[config.mk]
export PLATFORM = sky130hd
export DESIGN_NAME = sync_length_crc8_frame_parser_unit
export DESIGN_NICKNAME = d
export VERILOG_FILES = /design/src/hw/rtl/slcfp_pkg.sv /design/src/hw/rtl/slcfp_parser.sv /design/src/hw/rtl/sync_length_crc8_frame_parser_unit.sv
export SDC_FILE = /design/constraint.sdc
export NUM_CORES = 1
export LEC_CHECK = 0
export ABC_AREA = 0
export BUFFER_PORTS_ARGS = -buffer_cell sky130_fd_sc_hd__buf_2
export CORE_MARGIN = 5
export CORE_UTILIZATION = 43
export DETAILED_ROUTE_END_ITERATION = 8
export MAX_ROUTING_LAYER = met4
export PLACE_DENSITY = 0.74
export RECOVER_POWER = 50
export SLEW_MARGIN = 20
export SYNTH_ARGS = -nofsm -noshare
export SYNTH_HDL_FRONTEND = slang
export SYNTH_SLANG_ARGS = --single-unit
[constraint.sdc]
create_clock -name clk -period 3 [get_ports clk]
set_input_delay 0.6 -clock clk [delete_from_list [all_inputs] [get_ports clk]]
set_output_delay 0.6 -clock clk [all_outputs]
set_load 0.03 [all_outputs]
[src/hw/rtl/slcfp_pkg.sv]
package slcfp_pkg;

  // register indexes on the configuration port
  localparam logic [1:0] REG_SYNC_BYTE  = 2'd0;
  localparam logic [1:0] REG_MIN_LENGTH = 2'd1;
  localparam logic [1:0] REG_MAX_LENGTH = 2'd2;

  // register reset values
  localparam logic [7:0] SYNC_BYTE_RST  = 8'd200;
  localparam logic [7:0] MIN_LENGTH_RST = 8'd2;
  localparam logic [7:0] MAX_LENGTH_RST = 8'd62;

  // a frame needs at least a type byte and a crc byte
  localparam logic [7:0] LENGTH_FLOOR = 8'd2;

  // crc-8, msb first
  localparam logic [7:0] CRC_TOP  = 8'h80;
  localparam logic [7:0] CRC_POLY = 8'hD5;

  typedef enum logic [1:0] {
    PH_SEEK = 2'd0,
    PH_LEN  = 2'd1,
    PH_BODY = 2'd2
  } phase_t;

  typedef enum logic [1:0] {
    ST_NONE   = 2'd0,
    ST_REJECT = 2'd1,
    ST_GOOD   = 2'd2
  } status_t;

  typedef struct packed {
    logic [7:0] sync_byte;
    logic [7:0] min_length;
    logic [7:0] max_length;
  } cfg_t;

  typedef struct packed {
    status_t    status;
    logic [7:0] frame_type;
    logic [7:0] frame_length;
    logic       byte_valid;
    logic [7:0] byte_index;
    logic [7:0] body_byte;
  } result_t;

  // one byte of crc update, eight shift steps unrolled
  function automatic logic [7:0] crc8_update(input logic [7:0] crc, input logic [7:0] b);
    logic [7:0] c;
    c = crc ^ b;
    for (int k = 0; k < 8; k++) begin
      if ((c & CRC_TOP) != 8'd0) begin
        c = (c << 1) ^ CRC_POLY;
      end else begin
        c = c << 1;
      end
    end
    return c;
  endfunction

endpackage

[src/hw/rtl/slcfp_parser.sv]
module slcfp_parser (
  input  logic              clk,
  input  logic              rst_n,
  input  logic              step,
  input  logic [7:0]        rx_byte,
  input  slcfp_pkg::cfg_t    cfg,
  output slcfp_pkg::result_t res
);
  import slcfp_pkg::*;

  phase_t     phase_r, phase_nxt;
  logic [7:0] length_r, length_nxt;
  logic [7:0] count_r, count_nxt;
  logic [7:0] crc_r, crc_nxt;
  logic [7:0] type_r, type_nxt;

  // parse state, updated once per processed beat
  always_ff @(posedge clk) begin
    if (!rst_n) begin
      phase_r  <= PH_SEEK;
      length_r <= 8'd0;
      count_r  <= 8'd0;
      crc_r    <= 8'd0;
      type_r   <= 8'd0;
    end else if (step) begin
      phase_r  <= phase_nxt;
      length_r <= length_nxt;
      count_r  <= count_nxt;
      crc_r    <= crc_nxt;
      type_r   <= type_nxt;
    end
  end

  // next state and result for the current byte
  always_comb begin
    phase_nxt  = phase_r;
    length_nxt = length_r;
    count_nxt  = count_r;
    crc_nxt    = crc_r;
    type_nxt   = type_r;
    res        = '0;
    res.status = ST_NONE;

    unique case (phase_r)
      PH_LEN: begin
        res.frame_length = rx_byte;
        if (rx_byte < LENGTH_FLOOR || rx_byte < cfg.min_length ||
            rx_byte > cfg.max_length) begin
          phase_nxt  = PH_SEEK;
          res.status = ST_REJECT;
        end else begin
          length_nxt = rx_byte;
          count_nxt  = 8'd0;
          crc_nxt    = 8'd0;
          type_nxt   = 8'd0;
          phase_nxt  = PH_BODY;
        end
      end
      PH_BODY: begin
        res.frame_length = length_r;
        if (count_r < length_r - 8'd1) begin
          if (count_r == 8'd0) begin
            type_nxt = rx_byte;
          end
          crc_nxt        = crc8_update(crc_r, rx_byte);
          res.byte_valid = 1'b1;
          res.byte_index = count_r;
          res.body_byte  = rx_byte;
          count_nxt      = count_r + 8'd1;
        end else begin
          phase_nxt = PH_SEEK;
          if (crc_r != rx_byte) begin
            res.status = ST_REJECT;
          end else begin
            res.status     = ST_GOOD;
            res.frame_type = type_r;
          end
        end
      end
      default: begin
        // hunting for sync
        phase_nxt = (rx_byte == cfg.sync_byte) ? PH_LEN : PH_SEEK;
      end
    endcase
  end

endmodule

[src/hw/rtl/sync_length_crc8_frame_parser_unit.sv]
// a beat accepted at the input moves through the input register and then the result register
// throughput: one beat per cycle unless out_tready stalls the output, set by the
// combinational parse step and crc update between the input and result registers
// reset: synchronous active-low rst_n clears both stages, the parse state to sync hunt,
// and the configuration registers to sync 200, min length 2, max length 62
module sync_length_crc8_frame_parser_unit (
  input  logic        clk,
  input  logic        rst_n,
  // configuration write port
  input  logic        cfg_we,
  input  logic [1:0]  cfg_addr,
  input  logic [7:0]  cfg_wdata,
  // input stream
  input  logic        in_tvalid,
  output logic        in_tready,
  input  logic [7:0]  in_tdata,   // [7:0] rx_byte
  // result stream
  output logic        out_tvalid,
  input  logic        out_tready,
  output logic [31:0] out_tdata,  // [7:0] frame_type, [15:8] frame_length,
                                  // [23:16] byte_index, [31:24] body_byte
  output logic [2:0]  out_tuser   // [1:0] status, [2] byte_valid
);
  import slcfp_pkg::*;

  cfg_t       cfg_r;
  logic       in_v_r;
  logic [7:0] in_byte_r;
  logic       out_v_r;
  result_t    out_r;
  result_t    res;
  logic       adv;
  logic       step;

  // configuration registers
  always_ff @(posedge clk) begin
    if (!rst_n) begin
      cfg_r.sync_byte  <= SYNC_BYTE_RST;
      cfg_r.min_length <= MIN_LENGTH_RST;
      cfg_r.max_length <= MAX_LENGTH_RST;
    end else if (cfg_we) begin
      unique case (cfg_addr)
        REG_SYNC_BYTE:  cfg_r.sync_byte  <= cfg_wdata;
        REG_MIN_LENGTH: cfg_r.min_length <= cfg_wdata;
        REG_MAX_LENGTH: cfg_r.max_length <= cfg_wdata;
        default: ;
      endcase
    end
  end

  // pipeline flow control
  assign adv       = !out_v_r || out_tready;
  assign step      = in_v_r && adv;
  assign in_tready = !in_v_r || adv;

  // input register
  always_ff @(posedge clk) begin
    if (!rst_n) begin
      in_v_r <= 1'b0;
    end else if (in_tready) begin
      in_v_r <= in_tvalid;
    end
  end

  always_ff @(posedge clk) begin
    if (in_tready && in_tvalid) begin
      in_byte_r <= in_tdata;
    end
  end

  slcfp_parser u_parser (
    .clk     (clk),
    .rst_n   (rst_n),
    .step    (step),
    .rx_byte (in_byte_r),
    .cfg     (cfg_r),
    .res     (res)
  );

  // result register
  always_ff @(posedge clk) begin
    if (!rst_n) begin
      out_v_r <= 1'b0;
    end else if (adv) begin
      out_v_r <= in_v_r;
    end
  end

  always_ff @(posedge clk) begin
    if (step) begin
      out_r <= res;
    end
  end

  assign out_tvalid = out_v_r;
  assign out_tdata  = {out_r.body_byte, out_r.byte_index, out_r.frame_length, out_r.frame_type};
  assign out_tuser  = {out_r.byte_valid, out_r.status};

  // a processed beat always lands in the result register
  a_step_fills_out: assert property (@(posedge clk) disable iff (!rst_n)
    step |=> out_v_r)
    else $error("processed beat did not reach result register");

  // a body byte beat never carries a frame verdict
  a_body_no_status: assert property (@(posedge clk) disable iff (!rst_n)
    (out_v_r && out_r.byte_valid) |-> (out_r.status == ST_NONE))
    else $error("body byte beat carries a status");

  // body byte index stays below the frame length
  a_index_in_frame: assert property (@(posedge clk) disable iff (!rst_n)
    (out_v_r && out_r.byte_valid) |-> (out_r.byte_index < out_r.frame_length))
    else $error("body byte index beyond frame length");

  // a good frame always had an accepted length
  a_good_length: assert property (@(posedge clk) disable iff (!rst_n)
    (out_v_r && out_r.status == ST_GOOD) |-> (out_r.frame_length >= LENGTH_FLOOR))
    else $error("good frame with short length");

endmodule
==> reports/results.ini, run 1 <==
[setup_path]
cp-start-kind=flop
cp_max_fo=8
path_cells=or4_1 > nor4_2 > xnor2_1 > ha_1 > nor2_1 > o21ai_0 > o221ai_2 > nand2_1 > a21oi_4 > mux2i_1
worst_path_largest_cell_delay_ns=0.57
critPathBufInv=0
r2r_setup_slack_ns=0.22
worstPathRequired_ns=3.27
r2r_cells=10
end_kind=flop
critical-path-top-delay-family=simple AND/OR/NAND/NOR gates
endpoint=u_parser.type_r[6]
cp_slowest_cell=or4_1
r2r-end=u_parser.type_r[6]
worst-path-stages=10
crit_start=u_parser.length_r[3]
r2r-start=u_parser.length_r[3]
cp.arrival_ns=3.06
worstSetupPathType=reg2reg

[clock_network]
h-tree-depth=3
cts_buffers=9
clock_latency_ns=0.34
cts_tree=yes
clockRootBuffer=clkbuf_16
clkTransAtPathRegs_ns=0.07
clock-sinks=103
clockBufferDepth=2
cts_hold_buf=0

[pwr]
leakage_uw=0.002273
cellPowerDensity_nw_per_um2=477.0
ir_worst_vdd_mv=0.2031
p_total_uw=2881

[die]
die_h_microns=120.4
dieArea_sq_um=14510
start_util_pct=43.85
io_pins=60
die_x_microns=120.4
core_sq_um=11960
num_rows=40

[routing]
wl_microns=11680
vias=3920
drt_iter0_markers=269
avgRoutedWirePerCell_microns=15.95
dr.pass1.iters=5
antenna_left=0
via_per_inst=5.355
post-route-drc-count=0

[grt]
grt_pass1_vias=3980
grt_overflow_total=0
groute.usage.overall_pct=17.11
grt_max_degree=59
grt_antenna_before_repair=0
grt_pass1_wl_microns=19440

[place]
io_buffers=59
pre_cts_ws_ns=-0.1245
hpwl_microns=8178
gp_congestion=0.8602

[timing]
slew_headroom_pct=22.66
worst_pin_slew_ns=1.160
fin_crit_ns=2.784
rsz0062_at_grt=no
slew_viol_final=0
fmax_mhz=359.1
hold_viol=0
skew_ns=0.007244
tns_ns=0
worst_slack_ns=0.2156
setup_viol=0
hold-worst-slack_ns=0.4292
finalCritPeriodShare_pct=92.81

[yosys]
synth_top_area_share_pct=24.62
ys_types=50
ys_ff_latch=103
synth.yosys.seq_area_share_pct=47.52
synthesis.nets=569
yosys.area.top_type=edfxtp_1
syn-cell-area_sq_um=5245
synthTopCellsByArea=edfxtp_1, dfxtp_1, mux2i_1, ha_1, nand2_1
avgSynthCellArea_sq_um=10.13
syn_inst=518
synth_warnings=0

[cells_and_area]
fin_nets=631
fillerInstances=1090
drive_gt1_share_pct=13.33
diodes=0
final_util_pct=50.49
multi_input_area_sq_um=2585
regArea_sq_um=2495
area_growth_pct=15.15

[run_status]
status=finished, final reports clean

[flow_run]
cap_violations=0

[worst_hold_path]
hold_class=in2reg

==> state kept, by name, indices dropped and copies added (netlist names) <==
register           cells
cfg_r                 24
in_byte_r              8
in_v_r                 1
out_tdata             32
out_tuser              3
out_tvalid             1
u_parser.count_r       8
u_parser.crc_r         8
u_parser.length_r      8
u_parser.phase_r       2
u_parser.type_r        8
==> synth_stat cells, drive strengths merged <==
library cell	n
a22oi	8
o211a	1
o21a	1
xor2	11
nor4	4
a211oi	8
buf	10
o221a	1
and2	27
nor3b	1
a21boi	5
nand3	17
o221ai	1
ha	28
nand2b	3
or3b	3
nor2	22
mux2i	39
o22ai	9
a211o	1
o21ai	6
edfxtp	43
clkbuf	20
o211ai	6
dfxtp	60
nor3	4
and4b	1
nand4b	1
nand4	7
xnor2	25
nor2b	14
nand3b	6
or4	3
inv	25
nand2	75
xnor3	1
and3	2
a21oi	12
nor4b	2
and3b	1
a21o	2
o32ai	1
o22a	1
==> stage by stage <==
stage | instance area [sq um] | std cells
after floorplan | 5245 | 518
after global placement | 5761 | 715
after detailed placement | 5761 | 715
after CTS | 6078 | 732
after global routing | 6040 | 732
final | 6040 | 732
==> cell families after synthesis <==
family,share of synthesized area [%]
DFF,47.52
muxes,7.443
xor gates and xnor gates,6.441
adders and majority gates,6.679
buffers and inverters,4.485
AOI/OAI and AO/OA,8.445
and+or+nand+nor,18.99
==> routing by layer <==
metal / vias to the layer above / global-route usage, % / routed length, microns
li1: 1928 / - / -
met4: 0 / 8.711 / 413
met2: 120 / 26.86 / 5445
met5: - / - / 0
met3: 33 / 3.601 / 714
met1: 1839 / 20.93 / 5103
==> layout by cell type, fill, tap and decap left out, drive strengths merged, types with 7 or more instances in the layout <==
cell type	count
a22oi	8
nor2b	14
clkbuf	51
nor2	22
o22ai	9
and2	27
mux2i	39
inv	26
nand2	75
xor2	11
nand4	7
a21oi	12
xnor2	25
nand3	17
dfxtp	60
buf	42
edfxtp	43
ha	28
a211oi	8
==> final cells by class <==
class                           count  area share (%)
Timing Repair Buffer               81           6.982
Inverter                           25           1.554
Tap cell                          147           3.045
Clock inverter                      4          0.3936
Multi-Input combinational cell    360           42.80
Clock buffer                       12           3.915
Sequential cell                   103           41.31
==> timing repair <==
item                                    in CTS  in global routing
pin swaps                                    0                  1
buffers inserted                             1                  0
cloned                                       0                  0
endpoints found under the hold margin        0                  0
gates resized for setup                      5                  7
endpoints found under the setup margin      45                 34
==> worst min path at each step <==
stage,depth (start not counted),from,endpoint
floorplan,2,u_parser.type_r[0],u_parser.type_r[0]
global placement,2,u_parser.type_r[5],u_parser.type_r[5]
detailed placement,2,u_parser.type_r[7],u_parser.type_r[7]
CTS,1,in_tdata[5],in_byte_r[5]
global route,1,in_tdata[4],in_byte_r[4]
finish,1,in_tdata[5],in_byte_r[5]
==> power by group <==
part / internal [uW] / total, uW / leakage (uW) / switching [uW]
combinational: 108 / 303 / 0.00126 / 194
sequential: 1500 / 1520 / 0.000884 / 19.0
clock: 563 / 1060 / 0.000131 / 499
total: 2170 / 2880 / 0.00227 / 712
(Power assumes the default switching activity.)
==> run 2, diff against run 1 <==
--- a/config.mk
+++ b/config.mk
@@ -12,7 +12,6 @@
 export DETAILED_ROUTE_END_ITERATION = 8
 export MAX_ROUTING_LAYER = met4
 export PLACE_DENSITY = 0.74
-export RECOVER_POWER = 50
 export SLEW_MARGIN = 20
 export SYNTH_ARGS = -nofsm -noshare
 export SYNTH_HDL_FRONTEND = slang
==> run 2 against run 1 <==
  * Global-route usage did not move
  * Sequential share of layout area shrank 0.43 points
  * Sequential power hardly changed
  * Highest routed layer unchanged
  * Count of clock-buffer cells in the layout is the same
  * Setup slack better by 0.015 ns
  * Critical path type unchanged
==> reports/results.ini, run 2 (synthesis results as in run 1) <==
[run_status]
status=finished, final reports clean  ; unchanged

[grt]
grt_overflow_total=0  ; unchanged
grt_antenna_before_repair=0  ; unchanged
grt_pass1_vias=3980  ; unchanged
groute.usage.overall_pct=17.11  ; unchanged
grt_pass1_wl_microns=19440  ; unchanged
grt_max_degree=59  ; unchanged

[clock_network]
cts_tree=yes  ; unchanged
cts_buffers=9  ; unchanged
h-tree-depth=3  ; unchanged
clock-sinks=103  ; unchanged
clock_latency_ns=0.34  ; about the same
clkTransAtPathRegs_ns=0.07  ; about the same
clockRootBuffer=clkbuf_16  ; unchanged
clockBufferDepth=2  ; unchanged

[timing]
slew_viol_final=0  ; unchanged
setup_viol=0  ; unchanged
hold-worst-slack_ns=0.4285  ; was 0.4292 ns
tns_ns=0  ; unchanged
slew_headroom_pct=49.50  ; was 22.66%
finalCritPeriodShare_pct=92.33  ; was 92.81%
fin_crit_ns=2.770  ; was 2.784 ns
worst_pin_slew_ns=0.7575  ; was 1.160 ns
skew_ns=0.007623  ; was 0.007244 ns
rsz0062_at_grt=no  ; unchanged
hold_viol=0  ; unchanged
fmax_mhz=361.0  ; was 359.1 MHz

[routing]
avgRoutedWirePerCell_microns=15.89  ; was 15.95 microns
wl_microns=11630  ; was 11680 microns
dr.pass1.iters=5  ; unchanged
via_per_inst=5.354  ; was 5.355
drt_iter0_markers=223  ; was 269
post-route-drc-count=0  ; unchanged
vias=3919  ; was 3920
antenna_left=0  ; unchanged

[setup_path]
cp-start-kind=flop  ; unchanged
worstSetupPathType=reg2reg  ; unchanged
crit_start=u_parser.length_r[0]  ; was u_parser.length_r[3]
r2r_setup_slack_ns=0.23  ; was 0.22 ns
r2r-start=u_parser.length_r[0]  ; was u_parser.length_r[3]
worstPathRequired_ns=3.27  ; about the same
cp_max_fo=8  ; unchanged
cp.arrival_ns=3.04  ; was 3.06 ns
end_kind=flop  ; unchanged

[die]
io_pins=60  ; unchanged
num_rows=40  ; unchanged
die_x_microns=120.4  ; unchanged
core_sq_um=11960  ; unchanged
die_h_microns=120.4  ; unchanged
dieArea_sq_um=14510  ; unchanged
start_util_pct=43.85  ; unchanged

[cells_and_area]
largest_reg_flops=32  ; unchanged
layout.cells.most_common=nand2_1  ; unchanged
final_area_sq_um=6103  ; was 6040 sq um
final_cell_mix=nand2_1, buf_2, dfxtp_1  ; was nand2_1, dfxtp_1, edfxtp_1
drive_gt1_share_pct=19.66  ; was 13.33%
fin_nets=631  ; unchanged
area_growth_pct=16.36  ; was 15.15%
diodes=0  ; unchanged

[pwr]
leakage_uw=0.002376  ; was 0.002273 uW
p_total_uw=2891  ; was 2881 uW
ir_worst_vdd_mv=0.2041  ; was 0.2031 mV
cellPowerDensity_nw_per_um2=473.6  ; was 477.0 nW/um^2

[worst_hold_path]
hold_class=in2reg  ; unchanged
worstHoldStart=in_tdata[5]  ; unchanged

[place]
gp_congestion=0.8602  ; unchanged
place_area_sq_um=5761  ; unchanged
hpwl_microns=8178  ; unchanged
io_buffers=59  ; unchanged

[flow_run]
cap_violations=0  ; unchanged

[run 2: critical path, cell delays in order, from the launching register on]
cell,delay [ns]
dfxtp_2,0.43
inv_1,0.07
ha_1,0.24
nand2_1,0.09
xor2_1,0.18
ha_1,0.29
a211oi_2,0.30
o21ai_0,0.16
o221ai_2,0.21
nand2_2,0.13
a211o_2,0.42
o22ai_1,0.19
[run 2: what timing repair did]
item,4_1_cts,5_1_grt
cloned,0,0
pin swaps,0,1
resized for setup,5,7
endpoints found under the setup margin,45,34
setup buffers,1,0
hold buffers,0,0
[run 2: cell type report]
class	instances	area [sq um]
well taps	147	183.9
fillers	1067	5858
multi-input cells	360	2585
clock inverters	4	23.77
clock buffers	12	236.5
flip-flops and latches	103	2495
inverters	25	93.84
repair buffers	81	485.5
[run 2: power breakdown]
group          internal (uW)  switching (uW)  leakage, uW  total [uW]
clock network            563             500     0.000131        1060
registers               1500            18.3     0.000884        1520
logic                    117             195      0.00136         311
total                   2180             713      0.00238        2890
[run 2: routing by layer]
metal / wire length [microns] / track usage (%) / up-vias / part of all wire [%]
li1: - / - / 1929 / -
met1: 5104 / 20.93 / 1845 / 44
met2: 5484 / 26.86 / 113 / 47
met3: 665 / 3.601 / 32 / 5.7
met4: 376 / 8.711 / 0 / 3.2
met5: 0 / - / - / 0
[run 2: worst paths after layout]
path	to	cells past startpoint
max reg2reg	u_parser.count_r[0]	11
min reg2reg	u_parser.type_r[7]	2
min	in_byte_r[5]	1
max	u_parser.count_r[0]	11
[run 2: through the flow]
| step | cells | utilization (%) | setup slack (ns) |
|---|---|---|---|
| floorplan | 518 | - | 0.1913 |
| global placement | 715 | 48.16 | 0.1288 |
| detailed placement | 715 | 48.16 | -0.1245 |
| CTS | 732 | 50.82 | 0.03618 |
| global route | 732 | 51.03 | 0.03145 |
| finish | 732 | 51.03 | 0.2301 |
==> run 3, diff against run 2 <==
--- a/config.mk
+++ b/config.mk
@@ -11,7 +11,7 @@
 export CORE_UTILIZATION = 43
 export DETAILED_ROUTE_END_ITERATION = 8
 export MAX_ROUTING_LAYER = met4
-export PLACE_DENSITY = 0.74
+export PLACE_DENSITY_LB_ADDON = 0.25
 export SLEW_MARGIN = 20
 export SYNTH_ARGS = -nofsm -noshare
 export SYNTH_HDL_FRONTEND = slang
==> run 3 against run 2 <==
  * Setup slack got worse by 0.10 ns
  * Routed wire length grew 1.3%
  * Clock skew about the same
  * Power is 1.3% higher
  * Critical path type unchanged
  * Combinational power down 2%
  * Sequential cell count unchanged
  * Highest routed layer unchanged
  * Die area stayed put
  * First-iteration DRC count rose by 22%
==> reports/results.ini, run 3 (synthesis results as in run 1) <==
[die]
die_x_microns=120.4  ; unchanged
num_rows=40  ; unchanged
die_h_microns=120.4  ; unchanged
io_pins=60  ; unchanged
core_sq_um=11960  ; unchanged
start_util_pct=43.85  ; unchanged
dieArea_sq_um=14510  ; unchanged

[worst_hold_path]
holdPathEnd=in_byte_r[0]  ; was in_byte_r[5]
worstHoldStart=in_tdata[0]  ; was in_tdata[5]
holdPathStages=1  ; unchanged
hold_class=in2reg  ; unchanged

[clock_network]
clock_latency_ns=0.35  ; was 0.34 ns
cts_tree=yes  ; unchanged
clock-sinks=103  ; unchanged
cts_buffers=9  ; unchanged
h-tree-depth=3  ; unchanged
clockRootBuffer=clkbuf_16  ; unchanged
clockBufferDepth=2  ; unchanged
clkTransAtPathRegs_ns=0.07  ; about the same

[cells_and_area]
final_util_pct=51.29  ; was 51.03%
fin_nets=631  ; unchanged
final_cell_mix=nand2_1, dfxtp_1, buf_2  ; was nand2_1, buf_2, dfxtp_1
diodes=0  ; unchanged
multi_input_area_sq_um=2589  ; was 2585 sq um
drive_gt1_share_pct=18.97  ; was 19.66%
area_growth_pct=16.96  ; was 16.36%
largest_reg_flops=32  ; unchanged
fillerInstances=1101  ; was 1067
regArea_sq_um=2492  ; was 2495 sq um
layout.cells.most_common=nand2_1  ; unchanged

[setup_path]
cp_max_fo=8  ; unchanged
worst_path_largest_cell_delay_ns=0.56  ; was 0.43 ns
r2r-end=out_tdata[2]  ; was u_parser.count_r[0]
cp_slowest_cell=or4_1  ; was dfxtp_2
end_kind=flop  ; unchanged
worstSetupPathType=reg2reg  ; unchanged
r2r_cells=11  ; unchanged
r2r_setup_slack_ns=0.13  ; was 0.23 ns
cp-start-kind=flop  ; unchanged
cp.arrival_ns=3.09  ; was 3.04 ns
worstPathRequired_ns=3.21  ; was 3.27 ns
path_cells=or4_1 > nor2_1 > xnor2_1 > ha_1 > nand4_1 > a211oi_4 > o221ai_2 > buf_4 > nor2_1 > buf_4 > and2_1  ; was inv_1 > ha_1 > nand2_1 > xor2_1 > ha_1 > a211oi_2 > o21ai_0 > o221ai_2 > nand2_2 > a211o_2 > o22ai_1
r2r-start=u_parser.length_r[3]  ; was u_parser.length_r[0]

[place]
io_buffers=59  ; unchanged
gp_congestion=0.8358  ; was 0.8602
pre_cts_ws_ns=-0.07228  ; was -0.1245 ns
hpwl_microns=8383  ; was 8178 microns

[pwr]
p_int_uw=2222  ; was 2177 uW
cellPowerDensity_nw_per_um2=477.2  ; was 473.6 nW/um^2
leakage_uw=0.002385  ; was 0.002376 uW
power_switching_uw=705.2  ; was 713.3 uW
clkPwrFrac_pct=37.7  ; was 36.8%
ir_worst_vdd_mv=0.2297  ; was 0.2041 mV
p_comb_share_pct=10.5  ; was 10.8%
seqPwrFrac_pct=51.9  ; was 52.4%
swShare_pct=24.09  ; was 24.68%

[grt]
grt_antenna_before_repair=0  ; unchanged
groute.usage.overall_pct=17.29  ; was 17.11%
grt_overflow_total=0  ; unchanged
grt_pass1_vias=3947  ; was 3980
grt_max_degree=62  ; was 59
grt_pass1_wl_microns=19450  ; was 19440 microns

[timing]
setup_viol=0  ; unchanged
fmax_mhz=348.2  ; was 361.0 MHz
hold_viol=0  ; unchanged
tns_ns=0  ; unchanged
slew_viol_final=0  ; unchanged
slew_headroom_pct=49.56  ; was 49.50%
worst_slack_ns=0.1280  ; was 0.2301 ns
finalCritPeriodShare_pct=95.73  ; was 92.33%
worst_pin_slew_ns=0.7567  ; was 0.7575 ns
fin_crit_ns=2.872  ; was 2.770 ns
skew_ns=0.008060  ; was 0.007623 ns

[routing]
avgRoutedWirePerCell_microns=16.09  ; was 15.89 microns
drt_iter0_markers=273  ; was 223
antenna_left=0  ; unchanged
post-route-drc-count=0  ; unchanged
via_per_inst=5.389  ; was 5.354
dr.pass1.iters=5  ; unchanged
wl_microns=11780  ; was 11630 microns
vias=3945  ; was 3919

[run_status]
status=finished, final reports clean  ; unchanged

[flow_run]
cap_violations=0  ; unchanged

## run 3: metal layers
metal,track usage (%),vias up,share of wire (%)
met5,-,-,0
met3,4.397,24,5.6
li1,-,1923,-
met2,26.37,124,46
met4,7.153,0,2.3
met1,22.03,1874,46
## run 3: power groups by stage
stage,Sequential (uW),Combinational (uW),Clock (uW)
after detailed placement,1550,305,0
after CTS,1520,308,1130
after floorplan,1590,177,0
after global routing,1520,336,1190
final,1520,306,1100
after global placement,1550,300,0
## run 3: worst max-delay path by stage
stage | depth (start not counted) | slack [ns] | from | endpoint
finish | 11 | 0.13 | u_parser.length_r[3] | out_tdata[2]
global route | 11 | -0.01 | u_parser.length_r[3] | out_tdata[2]
global placement | 10 | 0.09 | u_parser.length_r[3] | u_parser.crc_r[4]
CTS | 10 | 0.02 | u_parser.length_r[3] | u_parser.count_r[7]
detailed placement | 10 | -0.07 | u_parser.length_r[3] | u_parser.crc_r[3]
floorplan | 10 | 0.19 | u_parser.length_r[2] | u_parser.count_r[7]
## run 3: worst max-delay path, delay by kind of cell (launching register included)
family / cells / cell delay (ns)
and+or+nand+nor: 5 / 1.14
AOI/OAI and AO/OA: 2 / 0.50
buffers and inverters: 2 / 0.38
DFF: 1 / 0.35
adders and majority gates: 1 / 0.29
xor gates and xnor gates: 1 / 0.08
## run 3: layout make-up
type                    count  area share (%)
clock buffers              14           4.303
multi-input cells         360           42.20
flip-flops and latches    103           40.63
inverters                  25           1.530
repair buffers             81           8.117
well taps                 147           2.998
clock inverters             2          0.2244
## run 3: metrics by stage
step           hold slack, ns  total power [uW]  instances  area (sq um)
5_1_grt                0.4144              3050        732          6135
3_5_place_dp           0.4461              1854        713          5746
2_1_floorplan          0.4301              1766        518          5245
3_3_place_gp           0.4377              1849        713          5746
6_report               0.4252              2927        732          6135
4_1_cts                0.4162              2957        729          6055
## run 3: what timing repair did
action / 4_1_cts / 5_1_grt
gates resized for setup: 4 / 6
endpoints found under the setup margin: 15 / 32
hold buffers: 0 / 0
endpoints found under the hold margin: 0 / 0
buffers inserted: 0 / 3
